`config.mk`:
```
export PLATFORM = sky130hd
export DESIGN_NAME = rmsp_sqrt
export DESIGN_NICKNAME = d
export VERILOG_FILES = /design/src/sv/rmsp_pkg.sv /design/src/sv/rmsp_sqrt.sv
export SDC_FILE = /design/constraint.sdc
export NUM_CORES = 2
export LEC_CHECK = 0
export BUFFER_PORTS_ARGS = -buffer_cell sky130_fd_sc_hd__buf_4
export CORE_ASPECT_RATIO = 1.4
export CORE_UTILIZATION = 47
export CTS_BUF_LIST = sky130_fd_sc_hd__clkbuf_4 sky130_fd_sc_hd__clkbuf_8
export CTS_CLUSTER_SIZE = 14
export DETAILED_ROUTE_END_ITERATION = 12
export SLEW_MARGIN = 30
export SYNTH_ARGS = -nofsm -noshare
export SYNTH_HDL_FRONTEND = slang
export SYNTH_MEMORY_MAX_BITS = 65536
export SYNTH_SLANG_ARGS = --single-unit
export TNS_END_PERCENT = 20
```
`constraint.sdc`:
```
create_clock -name clk -period 4.2 [get_ports clk]
set_input_delay 1.05 -clock clk [delete_from_list [all_inputs] [get_ports clk]]
set_output_delay 1.05 -clock clk [all_outputs]
set_load 0.01 [all_outputs]
```
`src/sv/rmsp_pkg.sv`:
```
`timescale 1ns / 1ps

package rmsp_pkg;

	// Storage and field widths
	localparam int PARAM_COUNT = 65536;
	localparam int IDX_W       = 16;
	localparam int MEAN_W      = 48;
	localparam int ROOT_W      = MEAN_W / 2;
	localparam int NUM_W       = 48;
	localparam int ADDR_W      = 4;

	// eps of 1e-8 in Q16.32
	localparam logic [MEAN_W-1:0] EPS_Q32 = 48'd43;

	// Register reset values
	localparam logic [23:0] LEARN_RATE_RST   = 24'd16777;
	localparam logic [15:0] DECAY_BETA_RST   = 16'd58982;
	localparam logic [16:0] WEIGHT_SCALE_RST = 17'd65536;

	typedef enum logic [1:0] {
		REG_LEARN_RATE   = 2'd0,
		REG_DECAY_BETA   = 2'd1,
		REG_WEIGHT_SCALE = 2'd2,
		REG_NONE         = 2'd3
	} reg_idx_t;

	// Request data carried alongside the root and divide pipelines
	typedef struct packed {
		logic                    neg;
		logic signed [32:0]      base;
		logic [NUM_W-1:0]        num;
	} upd_side_t;

	// Mean store write port
	typedef struct packed {
		logic               en;
		logic [IDX_W-1:0]   addr;
		logic [MEAN_W-1:0]  data;
	} mean_wr_t;

endpackage

```
`src/sv/rmsp_sqrt.sv`:
```
`timescale 1ns / 1ps

module rmsp_sqrt import rmsp_pkg::*; (
	input  logic              clk,
	input  logic              arst_n,
	input  logic              en,
	input  logic              in_vld,
	input  logic [MEAN_W-1:0] rad,
	input  upd_side_t         side_in,
	output logic              out_vld,
	output logic [ROOT_W-1:0] root,
	output upd_side_t         side_out
);

	logic              stg_vld_q [ROOT_W];
	logic [MEAN_W-1:0] stg_x_q   [ROOT_W];
	logic [ROOT_W+1:0] stg_rem_q [ROOT_W];
	logic [ROOT_W-1:0] stg_rt_q  [ROOT_W];
	upd_side_t         stg_sd_q  [ROOT_W];

	// One root bit per stage, restoring digit recurrence
	for (genvar i = 0; i < ROOT_W; i++) begin : g_stage
		logic              p_vld;
		logic [MEAN_W-1:0] p_x;
		logic [ROOT_W+1:0] p_rem;
		logic [ROOT_W-1:0] p_rt;
		upd_side_t         p_sd;
		logic [ROOT_W+3:0] shf;
		logic [ROOT_W+3:0] trial;
		logic [ROOT_W+3:0] diff;
		logic              fits;

		if (i == 0) begin : g_first
			assign p_vld = in_vld;
			assign p_x   = rad;
			assign p_rem = '0;
			assign p_rt  = '0;
			assign p_sd  = side_in;
		end else begin : g_next
			assign p_vld = stg_vld_q[i-1];
			assign p_x   = stg_x_q[i-1];
			assign p_rem = stg_rem_q[i-1];
			assign p_rt  = stg_rt_q[i-1];
			assign p_sd  = stg_sd_q[i-1];
		end

		assign shf   = {p_rem, p_x[MEAN_W-1 -: 2]};
		assign trial = {2'b00, p_rt, 2'b01};
		assign diff  = shf - trial;
		assign fits  = shf >= trial;

		always_ff @(posedge clk or negedge arst_n) begin
			if (!arst_n)
				stg_vld_q[i] <= 1'b0;
			else if (en)
				stg_vld_q[i] <= p_vld;
		end

		always_ff @(posedge clk) begin
			if (en) begin
				stg_x_q[i]   <= p_x << 2;
				stg_rem_q[i] <= fits ? diff[ROOT_W+1:0] : shf[ROOT_W+1:0];
				stg_rt_q[i]  <= {p_rt[ROOT_W-2:0], fits};
				stg_sd_q[i]  <= p_sd;
			end
		end
	end

	assign out_vld  = stg_vld_q[ROOT_W-1];
	assign root     = stg_rt_q[ROOT_W-1];
	assign side_out = stg_sd_q[ROOT_W-1];

endmodule

```
==> summary.txt <==
Status
  • Status: finished, final reports clean

STA
  • Worst Clk Skew: 0.06026 ns
  • FMAX: 273.4 MHz
  • Post-route minimum period: 3.657 ns
  • # setup viols final: 0
  • Slew Viols, Final: 0
  • Fin. Hold Viols: 0
  • Final Cycle Share: 87.07%
  • Pin slew with the least headroom to its limit: 0.8353 ns
  • Slew HR: 42.87%
  • Setup_tns: 0 ns
  • RSZ-0062 raised after global routing: false

Routing
  • Via count: 58053
  • DRC viols: 0
  • Wire per inst: 16.43 um
  • DR iter-0 viols: 3019
  • Vias/cell: 4.991
  • Remaining antenna violation count: 0
  • DR pass1 iterations: 7
  • WL final: 191100 um

Critical path
  • Reg-to-Reg End: stg_rem_q[0][103]
  • Crit path capture type: register
  • Worst r2r src: stg_rem_q[0][56]
  • Critical Path AT: 4.37 ns
  • Reg2Reg Depth: 8
  • Critical path's top delay family: simple AND/OR/NAND/NOR gates
  • Slowest cell on the critical path: or4_1
  • CP peak stage delay: 0.62 ns
  • Worst Path Max Fanout: 11
  • Most used cell, CP: or4_1
  • R2r setup slk: approximately 0.54 ns
  • Critical path launch point type: register
  • Worst path buffer plus inverter count: 0
  • CP Class: register to register
  • Crit path cell chain: or4_1 > or4_1 > o211ai_1 > or3_1 > nand3b_1 > nor2_1 > nand3_1 > xnor2_1
  • Req. time, crit path: 4.91 ns

Yosys
  • Cell with the most instances after synthesis: edfxtp_1
  • Asr flop ratio synth: less than 1%
  • Cell variety after synth: 82
  • Post-synth EDFFs: 3383
  • Syn Nets: 7441
  • Area share of the largest cell type after synthesis: 81.20%
  • Yosys warns: 0
  • Cell count after synthesis: 6981
  • Post-synth top area cell: edfxtp_1
  • Synth area leaders: edfxtp_1 (81%), ha_1 (3.3%), xnor2_1 (1.7%)
  • Synth cell count leaders: edfxtp_1 (3383), inv_1 (386), nand2_1 (328), ha_1 (326), nor2_1 (311)
  • Ys flop type: edfxtp_1
  • Seq/Total Area, Yosys: ~82%
  • Synth Cell Area: 125100 sq um
  • Synth Register Bits: ~3400
  • Mean Syn Cell Area: 17.92 sq um

Power and ir drop
  • VDD IR max: 0.0003017 V
  • LEAKAGE: 51.74 nW
  • Pwr Density: 527.1 nW/um^2

Hold path
  • Hold wc startpoint: side_in[66]
  • Hold path depth: 1
  • Hold Path Sink: stg_sd_q[0][66]
  • Hold Path Class: input pin to register

GRT
  • Pin count of the biggest net entering global routing: 127
  • First-pass GRT wire length: 303000 um
  • Vias in the first global route: 60858
  • Overall routing resource usage: 14.08%
  • Global route overflow: 0
  • Initial antenna violation count: 7

Clocking
  • TritonCTS clock tree: done
  • Clock Pin Slew Worst Setup and Hold Paths: 0.07 ns
  • Num Clock Sinks: 3407
  • Clock latency on the worst-skew pair: 0.95 ns
  • Num CTS Buffers: 526
  • Post CTS Setup Buffer Count: 0
  • Htree depth: 6
  • CTS root buf: clkbuf_8
  • CTS Buffer Depth: 4

Cells and area
  • Layout cells sized above 1: 14.88%
  • Final cell utilization of the core: approximately 54%
  • Nets@finish: roughly 8200
  • Area Overhead vs Synth: 13.61%

Floorplan
  • Initial Utilization: a little under half
  • Die area: between 200000 and 300000 sq um
  • FP Rows: between 200 and 250
  • Die Width: 438.1 um
  • DIE HEIGHT: 612.5 um
  • I/O pins: 241
  • Placeable Area: 264200 sq um

Job
  • Max Cap Viol: 0

Placement
  • Routability Congestion: 0.8928
  • HPWL after DPL: between 100000 and 150000 um
  • Port Buffers: 240
-- cells in the final DEF (no fill, tap or decap), drive strengths merged, types with 142 or more instances in the layout --
master and count:
a21oi 304, buf 355, clkbuf 705, clkinv 142, edfxtp 3383, ha 326
inv 409, nand2 328, nor2 311, o21ai 234, xnor2 242, xor2 212
-- metal layers --
layer	track usage [%]	wire length [um]
met3	2.916	7496
met1	13.66	67660
met4	9.260	11690
met2	26.58	104300
met5	0	10
-- state kept, by name, summed over array words and instances (netlist names) --
signal / cells
stg_sd_q: 1968
g_stage.p_vld: 23
stg_x_q: 552
out_vld: 1
stg_rem_q: 563
stg_rt_q: 300
-- repair_timing --
action,CTS,global route
gates resized for setup,0,0
hold buffers,1,0
endpoints found under the hold margin,24,0
-- worst register-to-register path: cells and delay by family (launching register included) --
| kind | cells | cell delay [ns] |
|---|---|---|
| AOI/OAI and AO/OA | 1 | 0.25 |
| xor gates and xnor gates | 1 | 0.16 |
| DFF | 1 | 0.45 |
| and+or+nand+nor | 6 | 2.55 |
-- where the power goes --
part	switching, W	internal (W)
Sequential	0.00123	0.0409
Clock	0.0119	0.0139
Combinational	0.00411	0.00298
Total	0.0172	0.0577
-- cell type report --
type | count | area [sq um]
timing repair buffer | 356 | 3146
sequential | 3407 | 102200
multi-input combinational | 3096 | 21160
clock inverter | 179 | 1032
tap | 3487 | 4363
fill | 20827 | 122100
clock buffer | 705 | 8752
inverter | 396 | 1486
antenna | 5 | 12.51
-- worst max path at each step --
stage | from | slack (ns) | end | cells past startpoint
after floorplan | stg_rem_q[0][195] | 0.89 | stg_rem_q[1][17] | 10
final | stg_rem_q[0][56] | 0.54 | stg_rem_q[0][103] | 8
after global placement | stg_rem_q[0][195] | 0.64 | stg_rem_q[1][9] | 9
after global routing | stg_rem_q[0][56] | 0.20 | stg_rem_q[0][103] | 8
after CTS | stg_rem_q[0][56] | 0.61 | stg_rem_q[0][103] | 8
after detailed placement | stg_rem_q[0][56] | 0.63 | stg_rem_q[0][103] | 8
-- metrics by stage --
stage               cells  hold slack (ns)  area [sq um]  total power (W)  setup WS (ns)
finish              11631           0.2691        142100          0.07492         0.5429
global route        11631           0.1370        142100          0.07852         0.1978
CTS                 11626           0.1114        142100          0.07622         0.6124
detailed placement  10741           0.4045        132300          0.04994         0.6271
global placement    10741           0.4002        132300          0.04961         0.6439
floorplan            6981           0.4003        125100          0.04715         0.8860
-- kinds of logic after synthesis --
kind of cell	share of synthesized area (%)
XOR/XNOR	3.178
other	0.002997
AO/OA/AOI/OAI	4.664
AND/OR/NAND/NOR	5.176
flip-flops	81.68
buffers and inverters	1.439
adder cells (fa/ha/maj)	3.260
multiplexers	0.6030
Note: power is estimated with default switching activity, not from simulation.
